**src/hw/rtl/ecmp_pkg.sv**
```systemverilog
`default_nettype none

package ecmp_pkg;

    // Sample width; the payload structs on the ports are sized by it.
    localparam int SAMPLE_BITS  = 16;
    localparam int CHANNELS_DEF = 2;

    // Serial multiplier: multiplicand width and number of multiplier bits.
    localparam int OPER_W    = (SAMPLE_BITS > 16) ? SAMPLE_BITS : 16;
    localparam int MULT_BITS = 17;
    localparam int QUOT_BITS = 16;

    localparam int THR_W      = 15;
    localparam int COEF_W     = 16;
    localparam int CFG_IDX_W  = 2;
    localparam int CFG_DATA_W = 16;

    localparam logic [THR_W-1:0]  THR_RESET     = 15'd16384;
    localparam logic [COEF_W-1:0] SLOPE_RESET   = 16'd49152;
    localparam logic [COEF_W-1:0] ATTACK_RESET  = 16'd65000;
    localparam logic [COEF_W-1:0] RELEASE_RESET = 16'd65500;

    localparam logic [COEF_W-1:0]    GAIN_FLOOR = 16'd6554;
    localparam logic [COEF_W-1:0]    GAIN_MAX   = 16'hFFFF;
    localparam logic [MULT_BITS-1:0] UNITY      = 17'h10000;

    typedef enum logic [CFG_IDX_W-1:0] {
        CFG_THRESHOLD = 2'd0,
        CFG_SLOPE     = 2'd1,
        CFG_ATTACK    = 2'd2,
        CFG_RELEASE   = 2'd3
    } t_cfg_idx;

    typedef enum logic [2:0] {
        S_IDLE,
        S_LOAD,
        S_ENV,
        S_DIV,
        S_PROD,
        S_SCALE,
        S_OUT
    } t_ecmp_state;

    typedef struct packed {
        logic signed [SAMPLE_BITS-1:0] sample_in;
        logic [1:0]                    channel_id;
    } t_ecmp_in;

    typedef struct packed {
        logic signed [SAMPLE_BITS-1:0] sample_out;
        logic                          reducing;
    } t_ecmp_out;

    typedef struct packed {
        logic                 start;
        logic [MULT_BITS-1:0] a_mult;
        logic [OPER_W-1:0]    a_cand;
        logic [MULT_BITS-1:0] b_mult;
        logic [OPER_W-1:0]    b_cand;
    } t_mac_req;

    typedef struct packed {
        logic              done;
        logic [OPER_W-1:0] result;
    } t_mac_rsp;

    typedef struct packed {
        logic                   start;
        logic [SAMPLE_BITS-1:0] dividend;
        logic [SAMPLE_BITS-1:0] divisor;
    } t_div_req;

    typedef struct packed {
        logic                 done;
        logic [QUOT_BITS-1:0] quotient;
    } t_div_rsp;

endpackage

`default_nettype wire

```
**src/hw/rtl/ecmp_mac.sv**
```systemverilog
`default_nettype none

module ecmp_mac
    import ecmp_pkg::*;
(
    input  wire logic     i_clk,
    input  wire logic     i_rst_n,
    input  wire t_mac_req i_req,
    output t_mac_rsp      o_rsp
);

    localparam int CNT_W = $clog2(MULT_BITS);
    localparam int ACC_W = OPER_W + 2;

    logic [MULT_BITS-1:0] r_am;
    logic [MULT_BITS-1:0] r_bm;
    logic [OPER_W-1:0]    r_ac;
    logic [OPER_W-1:0]    r_bc;
    logic [ACC_W-1:0]     r_acc;
    logic [CNT_W-1:0]     r_cnt;
    logic                 r_busy;
    logic                 r_done;

    logic [ACC_W-1:0] n_addend;
    logic [ACC_W-1:0] n_sum;

    // One multiplier bit of each lane per cycle; dropping the low bit each
    // step keeps the running floor of sum / 2^k.
    assign n_addend = (r_am[0] ? {2'b00, r_ac} : '0) + (r_bm[0] ? {2'b00, r_bc} : '0);
    assign n_sum    = r_acc + n_addend;

    always_ff @(posedge i_clk) begin
        if (!i_rst_n) begin
            r_busy <= 1'b0;
            r_done <= 1'b0;
            r_cnt  <= '0;
        end else begin
            r_done <= 1'b0;
            if (i_req.start) begin
                r_am   <= i_req.a_mult;
                r_bm   <= i_req.b_mult;
                r_ac   <= i_req.a_cand;
                r_bc   <= i_req.b_cand;
                r_acc  <= '0;
                r_cnt  <= '0;
                r_busy <= 1'b1;
            end else if (r_busy) begin
                if (r_cnt == CNT_W'(MULT_BITS - 1)) begin
                    // top multiplier bit carries weight 2^16: add, no shift
                    r_acc  <= n_sum;
                    r_busy <= 1'b0;
                    r_done <= 1'b1;
                end else begin
                    r_acc <= n_sum >> 1;
                    r_am  <= r_am >> 1;
                    r_bm  <= r_bm >> 1;
                    r_cnt <= r_cnt + 1'b1;
                end
            end
        end
    end

    assign o_rsp.done   = r_done;
    assign o_rsp.result = r_acc[OPER_W-1:0];

endmodule

`default_nettype wire

```
**src/hw/rtl/ecmp_div.sv**
```systemverilog
`default_nettype none

module ecmp_div
    import ecmp_pkg::*;
(
    input  wire logic     i_clk,
    input  wire logic     i_rst_n,
    input  wire t_div_req i_req,
    output t_div_rsp      o_rsp
);

    localparam int CNT_W = $clog2(QUOT_BITS);

    logic [SAMPLE_BITS-1:0] r_rem;
    logic [SAMPLE_BITS-1:0] r_dvs;
    logic [QUOT_BITS-1:0]   r_quo;
    logic [CNT_W-1:0]       r_cnt;
    logic                   r_busy;
    logic                   r_done;

    logic [SAMPLE_BITS:0] n_shift;
    logic [SAMPLE_BITS:0] n_diff;
    logic                 n_ge;

    // Restoring division of (dividend << 16) by divisor; dividend < divisor,
    // so the remainder always fits the sample width.
    assign n_shift = {r_rem, 1'b0};
    assign n_diff  = n_shift - {1'b0, r_dvs};
    assign n_ge    = (n_shift >= {1'b0, r_dvs});

    always_ff @(posedge i_clk) begin
        if (!i_rst_n) begin
            r_busy <= 1'b0;
            r_done <= 1'b0;
            r_cnt  <= '0;
        end else begin
            r_done <= 1'b0;
            if (i_req.start) begin
                r_rem  <= i_req.dividend;
                r_dvs  <= i_req.divisor;
                r_quo  <= '0;
                r_cnt  <= '0;
                r_busy <= 1'b1;
            end else if (r_busy) begin
                r_rem <= n_ge ? n_diff[SAMPLE_BITS-1:0] : n_shift[SAMPLE_BITS-1:0];
                r_quo <= {r_quo[QUOT_BITS-2:0], n_ge};
                if (r_cnt == CNT_W'(QUOT_BITS - 1)) begin
                    r_busy <= 1'b0;
                    r_done <= 1'b1;
                end else begin
                    r_cnt <= r_cnt + 1'b1;
                end
            end
        end
    end

    assign o_rsp.done     = r_done;
    assign o_rsp.quotient = r_quo;

endmodule

`default_nettype wire

```
**src/hw/rtl/envelope_compressor_top.sv**
```systemverilog
// A pass-through channel goes straight to the output register. A sample whose
// envelope stays at or below the threshold takes one serial multiply; when
// gain is applied it takes three 17-step serial multiplies and one 16-step
// serial divide, one bit per cycle. One sample is in flight at a time: the next
// is accepted only after the last has been written to the output register.
// Synchronous reset clears envelopes, configuration registers and all handshakes.
`default_nettype none

module envelope_compressor_top
    import ecmp_pkg::*;
#(
    parameter int CHANNELS = CHANNELS_DEF
) (
    input  wire logic                  i_clk,
    input  wire logic                  i_rst_n,
    input  wire logic                  i_in_valid,
    output logic                       o_in_stall,
    input  wire t_ecmp_in              i_in_data,
    output logic                       o_out_valid,
    input  wire logic                  i_out_stall,
    output t_ecmp_out                  o_out_data,
    input  wire logic                  i_cfg_valid,
    output logic                       o_cfg_ready,
    input  wire logic [CFG_IDX_W-1:0]  i_cfg_index,
    input  wire logic [CFG_DATA_W-1:0] i_cfg_data
);

    localparam int IDX_W = (CHANNELS > 1) ? $clog2(CHANNELS) : 1;

    logic [THR_W-1:0]       r_thr;
    logic [COEF_W-1:0]      r_slope;
    logic [COEF_W-1:0]      r_att;
    logic [COEF_W-1:0]      r_rel;
    logic [SAMPLE_BITS-1:0] r_env [CHANNELS];

    t_ecmp_state            r_state;
    logic [SAMPLE_BITS-1:0] r_raw;
    logic [SAMPLE_BITS-1:0] r_mag;
    logic                   r_neg;
    logic [IDX_W-1:0]       r_idx;
    logic [SAMPLE_BITS-1:0] r_res;
    logic                   r_red;
    t_ecmp_out              r_out;
    logic                   r_out_valid;

    t_ecmp_state            n_state;
    logic [SAMPLE_BITS-1:0] n_raw;
    logic [SAMPLE_BITS-1:0] n_mag;
    logic                   n_neg;
    logic [IDX_W-1:0]       n_idx;
    logic [SAMPLE_BITS-1:0] n_res;
    logic                   n_red;
    t_ecmp_out              n_out;
    logic                   n_out_valid;
    logic                   n_env_we;

    t_mac_req mac_req;
    t_mac_rsp mac_rsp;
    t_div_req div_req;
    t_div_rsp div_rsp;

    logic [SAMPLE_BITS-1:0] thr_s;
    logic [SAMPLE_BITS-1:0] env_cur;
    logic [SAMPLE_BITS-1:0] env_new;
    logic [COEF_W-1:0]      coef;
    logic [IDX_W+1:0]       ch_ext;
    logic                   in_sign;
    logic [COEF_W-1:0]      prod;
    logic [MULT_BITS-1:0]   gain_full;
    logic [COEF_W-1:0]      gain_sat;
    logic [COEF_W-1:0]      gain;
    logic [SAMPLE_BITS-1:0] scaled;

    ecmp_mac u_mac (
        .i_clk   (i_clk),
        .i_rst_n (i_rst_n),
        .i_req   (mac_req),
        .o_rsp   (mac_rsp)
    );

    ecmp_div u_div (
        .i_clk   (i_clk),
        .i_rst_n (i_rst_n),
        .i_req   (div_req),
        .o_rsp   (div_rsp)
    );

    // Bring the Q0.15 threshold to the sample scale.
    generate
        if (SAMPLE_BITS >= 16) begin : g_thr_up
            assign thr_s = SAMPLE_BITS'(r_thr) << (SAMPLE_BITS - 16);
        end else begin : g_thr_dn
            assign thr_s = SAMPLE_BITS'(r_thr >> (16 - SAMPLE_BITS));
        end
    endgenerate

    assign ch_ext  = (IDX_W + 2)'(i_in_data.channel_id);
    assign in_sign = i_in_data.sample_in[SAMPLE_BITS-1];
    assign env_cur = r_env[r_idx];
    assign env_new = mac_rsp.result[SAMPLE_BITS-1:0];
    assign coef    = (r_mag > env_cur) ? r_att : r_rel;

    // Unity gain saturates to all ones; hold the 0.1 floor.
    assign prod      = mac_rsp.result[COEF_W-1:0];
    assign gain_full = UNITY - {1'b0, prod};
    assign gain_sat  = (prod == '0) ? GAIN_MAX : gain_full[COEF_W-1:0];
    assign gain      = (gain_sat < GAIN_FLOOR) ? GAIN_FLOOR : gain_sat;
    assign scaled    = mac_rsp.result[SAMPLE_BITS-1:0];

    always_comb begin
        n_state     = r_state;
        n_raw       = r_raw;
        n_mag       = r_mag;
        n_neg       = r_neg;
        n_idx       = r_idx;
        n_res       = r_res;
        n_red       = r_red;
        n_out       = r_out;
        n_out_valid = r_out_valid && i_out_stall;
        n_env_we    = 1'b0;
        mac_req     = '0;
        div_req     = '0;
        case (r_state)
            S_IDLE: begin
                if (i_in_valid) begin
                    n_raw = i_in_data.sample_in;
                    n_neg = in_sign;
                    n_mag = in_sign ? (~i_in_data.sample_in + 1'b1) : i_in_data.sample_in;
                    n_idx = ch_ext[IDX_W-1:0];
                    if (int'(i_in_data.channel_id) >= CHANNELS) begin
                        n_res   = i_in_data.sample_in;
                        n_red   = 1'b0;
                        n_state = S_OUT;
                    end else begin
                        n_state = S_LOAD;
                    end
                end
            end
            S_LOAD: begin
                // env = (c*env + (65536-c)*mag) >> 16
                mac_req.start  = 1'b1;
                mac_req.a_mult = {1'b0, coef};
                mac_req.a_cand = OPER_W'(env_cur);
                mac_req.b_mult = UNITY - {1'b0, coef};
                mac_req.b_cand = OPER_W'(r_mag);
                n_state        = S_ENV;
            end
            S_ENV: begin
                if (mac_rsp.done) begin
                    n_env_we = 1'b1;
                    if (env_new > thr_s) begin
                        div_req.start    = 1'b1;
                        div_req.dividend = thr_s;
                        div_req.divisor  = env_new;
                        n_state          = S_DIV;
                    end else begin
                        n_res   = r_raw;
                        n_red   = 1'b0;
                        n_state = S_OUT;
                    end
                end
            end
            S_DIV: begin
                if (div_rsp.done) begin
                    mac_req.start  = 1'b1;
                    mac_req.a_mult = UNITY - {1'b0, div_rsp.quotient};
                    mac_req.a_cand = OPER_W'(r_slope);
                    n_state        = S_PROD;
                end
            end
            S_PROD: begin
                if (mac_rsp.done) begin
                    mac_req.start  = 1'b1;
                    mac_req.a_mult = {1'b0, gain};
                    mac_req.a_cand = OPER_W'(r_mag);
                    n_state        = S_SCALE;
                end
            end
            S_SCALE: begin
                if (mac_rsp.done) begin
                    n_res   = r_neg ? (~scaled + 1'b1) : scaled;
                    n_red   = 1'b1;
                    n_state = S_OUT;
                end
            end
            S_OUT: begin
                // hold until the output register is free
                if (!r_out_valid || !i_out_stall) begin
                    n_out.sample_out = r_res;
                    n_out.reducing   = r_red;
                    n_out_valid      = 1'b1;
                    n_state          = S_IDLE;
                end
            end
            default: begin
                n_state = S_IDLE;
            end
        endcase
    end

    always_ff @(posedge i_clk) begin
        if (!i_rst_n) begin
            r_state     <= S_IDLE;
            r_out_valid <= 1'b0;
        end else begin
            r_state     <= n_state;
            r_out_valid <= n_out_valid;
        end
        r_raw <= n_raw;
        r_mag <= n_mag;
        r_neg <= n_neg;
        r_idx <= n_idx;
        r_res <= n_res;
        r_red <= n_red;
        r_out <= n_out;
    end

    always_ff @(posedge i_clk) begin
        if (!i_rst_n) begin
            for (int i = 0; i < CHANNELS; i++) begin
                r_env[i] <= '0;
            end
        end else if (n_env_we) begin
            r_env[r_idx] <= env_new;
        end
    end

    always_ff @(posedge i_clk) begin
        if (!i_rst_n) begin
            r_thr   <= THR_RESET;
            r_slope <= SLOPE_RESET;
            r_att   <= ATTACK_RESET;
            r_rel   <= RELEASE_RESET;
        end else if (i_cfg_valid) begin
            case (t_cfg_idx'(i_cfg_index))
                CFG_THRESHOLD: r_thr   <= i_cfg_data[THR_W-1:0];
                CFG_SLOPE:     r_slope <= i_cfg_data;
                CFG_ATTACK:    r_att   <= i_cfg_data;
                CFG_RELEASE:   r_rel   <= i_cfg_data;
                default: begin
                end
            endcase
        end
    end

    assign o_cfg_ready = 1'b1;
    assign o_in_stall  = (r_state != S_IDLE);
    assign o_out_valid = r_out_valid;
    assign o_out_data  = r_out;

endmodule

`default_nettype wire

```
**config.mk**
```make
export PLATFORM = sky130hd
export DESIGN_NAME = envelope_compressor_top
export DESIGN_NICKNAME = d
export VERILOG_FILES = /design/src/hw/rtl/ecmp_pkg.sv /design/src/hw/rtl/ecmp_mac.sv /design/src/hw/rtl/ecmp_div.sv /design/src/hw/rtl/envelope_compressor_top.sv
export SDC_FILE = /design/constraint.sdc
export NUM_CORES = 1
export LEC_CHECK = 0
export BUFFER_PORTS_ARGS = -buffer_cell sky130_fd_sc_hd__buf_2
export CAP_MARGIN = 5
export CORE_MARGIN = 4
export CORE_UTILIZATION = 25
export CTS_BUF_LIST = sky130_fd_sc_hd__clkbuf_4 sky130_fd_sc_hd__clkbuf_8
export DETAILED_ROUTE_END_ITERATION = 8
export HOLD_SLACK_MARGIN = 0.06
export PLACE_DENSITY = 0.47
export RECOVER_POWER = 25
export REMOVE_ABC_BUFFERS = 1
export SLEW_MARGIN = 20
export SYNTH_ARGS = -nofsm -noshare
export SYNTH_HDL_FRONTEND = slang
export SYNTH_SLANG_ARGS = --single-unit
```
**constraint.sdc**
```tcl
create_clock -name i_clk -period 6.7 [get_ports i_clk]
set_input_delay 0.67 -clock i_clk [delete_from_list [all_inputs] [get_ports i_clk]]
set_output_delay 0.67 -clock i_clk [all_outputs]
set_load 0.02 [all_outputs]
```
After elaboration in Yosys (flattened, before gate mapping)

Memory sizes are Yosys's and may differ from the RTL's. A register that Yosys moved wholly into a read port is not among the register bits.
Cells that the tools add are included.

$lt $le $gt $ge: 5
Shift operators: 0
Equality and inequality tests: 20
Add/subtract/negate cells: 10
Reductions and logical operators: 32
Multiplexer cells: 67
Bitwise logic cells: 7
Divide/modulo/power cells: 0
$mul: 0

Operators by type and width:

| cell                                                                   | count |
|---|---|
| 16-bit two-way mux                                                     | 16 |
| 33-bit two-way mux                                                     | 4 |
| 17-bit two-way mux                                                     | 6 |
| 34-bit one-hot mux with 3 select lines                                 | 1 |
| 34-bit two-way mux                                                     | 2 |
| 16-bit one-hot mux with 3 select lines                                 | 1 |
| 18-bit adder                                                           | 2 |
| 18-bit two-way mux                                                     | 2 |
| 17-bit by 16-bit subtractor with 17-bit output, first input constant   | 2 |
| 16-bit by 1-bit adder with 16-bit output, second input constant        | 2 |
| 16-bit inverter                                                        | 2 |
| 1-bit two-way mux                                                      | 24 |
| 3-bit two-way mux                                                      | 8 |
| 2-bit AND reduction                                                    | 12 |
| 3-bit one-hot mux with 7 select lines                                  | 1 |
| 17-bit by 16-bit greater-or-equal comparator with 1-bit output         | 1 |
| 16-bit by 15-bit greater-than comparator with 1-bit output             | 1 |
| 16-bit greater-than comparator                                         | 1 |
| 16-bit logical NOT                                                     | 1 |
| 16-bit by 13-bit < comparator with 1-bit output, second input constant | 1 |
| 16-bit OR reduction                                                    | 1 |
| 1-bit by 16-bit subtractor with 16-bit output, first input constant    | 1 |
| 16-bit subtractor                                                      | 1 |
| 15-bit two-way mux                                                     | 1 |
| other kinds (25)                                                       | 47 |

Bits in latches: 0
Memories: 1
Register bits: 280
Bits in writable memories: 32
Input bits: 41
Bits in read-only memories: 0

Memory list:

| name  | depth | width | rd ports | clocked after Yosys merged registers in | write ports | RTL line                      | text |
|---|---|---|---|---|---|---|---|
| r_env | 2     | 16    | 1        | 1                                       | 2           | envelope_compressor_top.sv:34 | `logic [SAMPLE_BITS-1:0] r_env [CHANNELS];` |

Longest topological paths before layout

Depth after elaboration: 8
Gate-level depth with buffers: 20
Depth with buffers taken out: 15

By module

From an unflattened synthesis, not the netlist that was laid out.

Cells, all modules: 1930
Area total of the unflattened synthesis: 18834.3 um^2

Modules (own cells, without submodules):

| module                  | sequential area each (um^2) | area an instance (um^2) | times used | cells each |
|---|---|---|---|---|
| envelope_compressor_top | 4304.1                      | 10128.5                 | 1          | 1137 |
| ecmp_mac                | 2662.6                      | 5554.1                  | 1          | 497 |
| ecmp_div                | 1561.5                      | 3151.8                  | 1          | 296 |

Worst setup path before layout

OpenSTA, ideal clock, no wires.

Kind: reg-to-reg
Start point: register with a tool-made name
End point: register u_mac.r_bm[14] (data pin)
Data arrival time: 4626 ps
Library setup time: 135 ps
Cell stages (with the launch flop): 21
Setup slack: 1939 ps
Cells stage by stage: dfxtp_1 > clkbuf_1 > buf_1 > mux2i_1 > ha_1 > nor2b_1 > o211ai_1 > a2111o_1 > o211a_1 > nor2_1 > buf_4 > buf_4 > buf_2 > mux2i_1 > ha_1 > nand2_1 > nor3_1 > nor4bb_1 > mux2i_1 > or4_1 > nand3_1

RTL lines:

| what                 | RTL line       | text |
|---|---|---|
| to (signal assigned) | ecmp_mac.sv:41 | `r_bm <= i_req.b_mult;` |
| to (signal assigned) | ecmp_mac.sv:56 | `r_bm <= r_bm >> 1;` |
| to (decl)            | ecmp_mac.sv:16 | `logic [MULT_BITS-1:0] r_bm;` |

==> metrics.txt <==
die boundary height=around 270 um; count of final max-slew check failures=151; final HPWL from detailed placement=39.4 mm; number of gates resized after CTS=0; Fmax achieved=211 MHz; Worst Clk Skew=roughly 0.032 ns; DIE AREA=~73000 um^2; cell types with the largest area share after synthesis=sky130_fd_sc_hd__edfxtp_1, sky130_fd_sc_hd__dfxtp_1, sky130_fd_sc_hd__nand2_1, sky130_fd_sc_hd__ha_1, sky130_fd_sc_hd__xnor2_1; static leakage=roughly 7.1 nW; endpoint required time on the critical path=7.21 ns; final count of negative-setup-slack endpoints=0; H-tree levels=2; global-route congestion overflow total=0; average wire per standard cell=20.6 um; clock latency reported for the late side of the worst-skew pair=0.65 ns; number of buffers on the longest clock path=3; Total Neg Setup Slack=0 ns; Tot GR Track Use=between 10% and 20%; Worst Tran Pin Value=about 3.4 ns; average cell area after synthesis=approximately 10 um^2; Post-Synthesis Cells=roughly 1700; unrepaired setup endpoints after global routing=no; status=finished, violations left; vias after detailed routing=13200; DR pass1 iterations=7; die width=around 270 um; crit path time final=around 4.7 ns; effective utilization at floorplan=approximately 25%; max_slew headroom=-127%; max-cap violation count=3; Worst Hold Slack=0.265 ns; layout cells sized above 1=a little over a tenth; global-route wire length before repair=between 80 and 90 mm; warnings from Yosys=0; row count=95; post-route non-filler standard cell count=2668; Finished Cell Area=19600 um^2; Critical Path Fanout Max=16; DRC violation count after routing=0; IR Drop Worst-Case VDD=0.171 mV; number of nets in the finished design=between 1500 and 2000; CTS hold repair buffers=0; Pwr per Cell Area=348 nW/um^2; buffers inserted during post-CTS setup optimization=0; fin crit share=70.8%; Final Power=just under 7 mW; TritonCTS Buffers=55; number of global-route vias before repair=13000; largest net degree at the start of global routing=80; number of antenna violations at the first check in global routing=2; Placed Cells=2564; final wirelength=approximately 55 mm; standard cell core area=67500 um^2; initial drt markers=1342; TritonCTS clock tree=yes; Avg Vias per Cell=4.94; library cell used as clock root buffer=sky130_fd_sc_hd__clkbuf_8; Final Hold Viols=0; number of synthesized register bits=between 300 and 400; most frequent cell after synthesis=sky130_fd_sc_hd__nand2_1; GP Congestion=0.877; Sink Count=311; sort of element at the start of the critical path=register; sequential-to-total area share from yosys stat=49.8%; violated checks=capacitance limit, slew limit; Netlist cell types=75; post-synth design cell area=17100 um^2; area post-placement=18400 um^2; area growth from synthesis to final layout=14.5%; CTS clock-pin slew for the worst setup and hold paths=~0.070 ns; most common flop cell mapped by yosys=sky130_fd_sc_hd__edfxtp_1; I/O pin cnt=just over 60; number of enable flip-flop cells after synthesis=230; classification of the worst setup path=register to register; Buffers on Ports=between 50 and 60; data arrival time of the worst path=5.26 ns; number of nets with antenna violations after detailed routing=0; biggest area consumer among synthesized cells=sky130_fd_sc_hd__edfxtp_1; most numerous cell types in the synthesized netlist=sky130_fd_sc_hd__nand2_1, sky130_fd_sc_hd__edfxtp_1, sky130_fd_sc_hd__nor2_1; nature of the critical path endpoint=register; Yosys top cell area share=40.3%; share of flip-flops with an asynchronous set or reset=0%; class of the tightest hold or removal check=input pin to register
sequential cells by signal, summed over array words and instances (netlist names), 4 cells and up, named ones only:
name,flops
u_mac.r_bc,16
u_div.r_cnt,4
o_out_data,17
r_res,16
u_mac.r_cnt,5
u_div.r_dvs,16
r_raw,16
r_thr,15
u_mac.r_am,17
r_env,32
u_mac.r_acc,18
u_div.r_quo,16
u_div.r_rem,16
r_att,16
u_mac.r_ac,16
r_slope,16
r_rel,16
u_mac.r_bm,17
r_mag,15
worst max-delay path, cell delays in order, from the launching register on:
cell	delay, ns
sky130_fd_sc_hd__dfxtp_1	0.98
sky130_fd_sc_hd__mux2i_1	0.33
sky130_fd_sc_hd__ha_1	0.29
sky130_fd_sc_hd__a21o_1	0.18
sky130_fd_sc_hd__a21o_1	0.18
sky130_fd_sc_hd__a221oi_1	0.32
sky130_fd_sc_hd__o211a_1	0.28
sky130_fd_sc_hd__nor2_4	0.08
sky130_fd_sc_hd__mux2i_1	0.29
sky130_fd_sc_hd__ha_1	0.36
sky130_fd_sc_hd__nand2_1	0.11
sky130_fd_sc_hd__nor3_1	0.24
sky130_fd_sc_hd__nor4bb_1	0.26
sky130_fd_sc_hd__mux2i_1	0.18
sky130_fd_sc_hd__or4_1	0.43
sky130_fd_sc_hd__nand3_1	0.09
layer usage:
layer | part of all wire (%) | vias to the layer above | global-route usage [%]
met5 | 0 | - | 0
met2 | 47 | 410 | 24.1
met4 | 2.8 | 0 | 4.92
met3 | 5.5 | 79 | 1.97
li1 | - | 6249 | -
met1 | 45 | 6440 | 20.0
final timing paths:
check	start	cells after the start	slack [ns]	to
min reg2reg	r_res[2]$_DFFE_PP_	0	0.41	o_out_data[3]$_DFFE_PP_
min	i_in_data[0]	1	0.27	r_idx$_DFFE_PP_
max	register	15	1.95	u_mac.r_bm[14]$_DFFE_PP_
max reg2reg	register	15	1.95	u_mac.r_bm[14]$_DFFE_PP_
kinds of logic (layout without fill, tap and decap cells):
logic type	count (synthesis)	in the layout	synth area share, %
AOI/OAI and AO/OA	349	349	13.8
and+or+nand+nor	626	626	17.3
xor gates and xnor gates	89	89	4.55
buffers and inverters	176	275	4.01
other	1	2	0.0219
muxes	55	55	3.27
DFF	311	311	49.8
adders and majority gates	88	88	7.22
layout make-up:
cell class              instances  area (um^2)
fillers                      7116        47900
flip-flops and latches        311         8530
multi-input cells            1208         7980
well taps                     873         1090
clock buffers                  81         1000
repair buffers                 79          420
inverters                      94          353
clock inverters                21          238
diodes                          1         2.50
report_power, final:
part / switching (mW) / internal (mW) / total (mW) / leakage, nW
combinational: 1.37 / 0.773 / 2.14 / 3.66
sequential: 0.248 / 2.42 / 2.67 / 2.81
clock: 0.852 / 1.15 / 2.01 / 0.648
cells in the final DEF, fill, tap and decap left out, types with 18 or more instances in the layout:
master,instances
sky130_fd_sc_hd__buf_2,41
sky130_fd_sc_hd__o21ai_0,79
sky130_fd_sc_hd__fa_1,18
sky130_fd_sc_hd__clkbuf_4,18
sky130_fd_sc_hd__clkbuf_1,22
sky130_fd_sc_hd__ha_1,70
sky130_fd_sc_hd__clkbuf_8,63
sky130_fd_sc_hd__nor2_1,99
sky130_fd_sc_hd__a21oi_1,61
sky130_fd_sc_hd__edfxtp_1,230
sky130_fd_sc_hd__nand2_1,267
sky130_fd_sc_hd__dfxtp_1,81
sky130_fd_sc_hd__xnor2_1,72
sky130_fd_sc_hd__inv_1,83
sky130_fd_sc_hd__a21o_1,18
sky130_fd_sc_hd__and2_1,32
sky130_fd_sc_hd__o211ai_1,18
sky130_fd_sc_hd__mux2i_1,47
sky130_fd_sc_hd__nand3_1,41
sky130_fd_sc_hd__nor3_1,61
sky130_fd_sc_hd__a22oi_1,39
sky130_fd_sc_hd__a21boi_0,37
per-stage QoR:
stage	setup WS (ns)	utilization (%)
2_1_floorplan	0.638	-
3_3_place_gp	2.19	27.2
3_5_place_dp	2.01	27.3
4_1_cts	2.00	29.1
5_1_grt	1.72	29.0
6_report	1.95	29.0
Note: power is estimated with default switching activity, not from simulation.
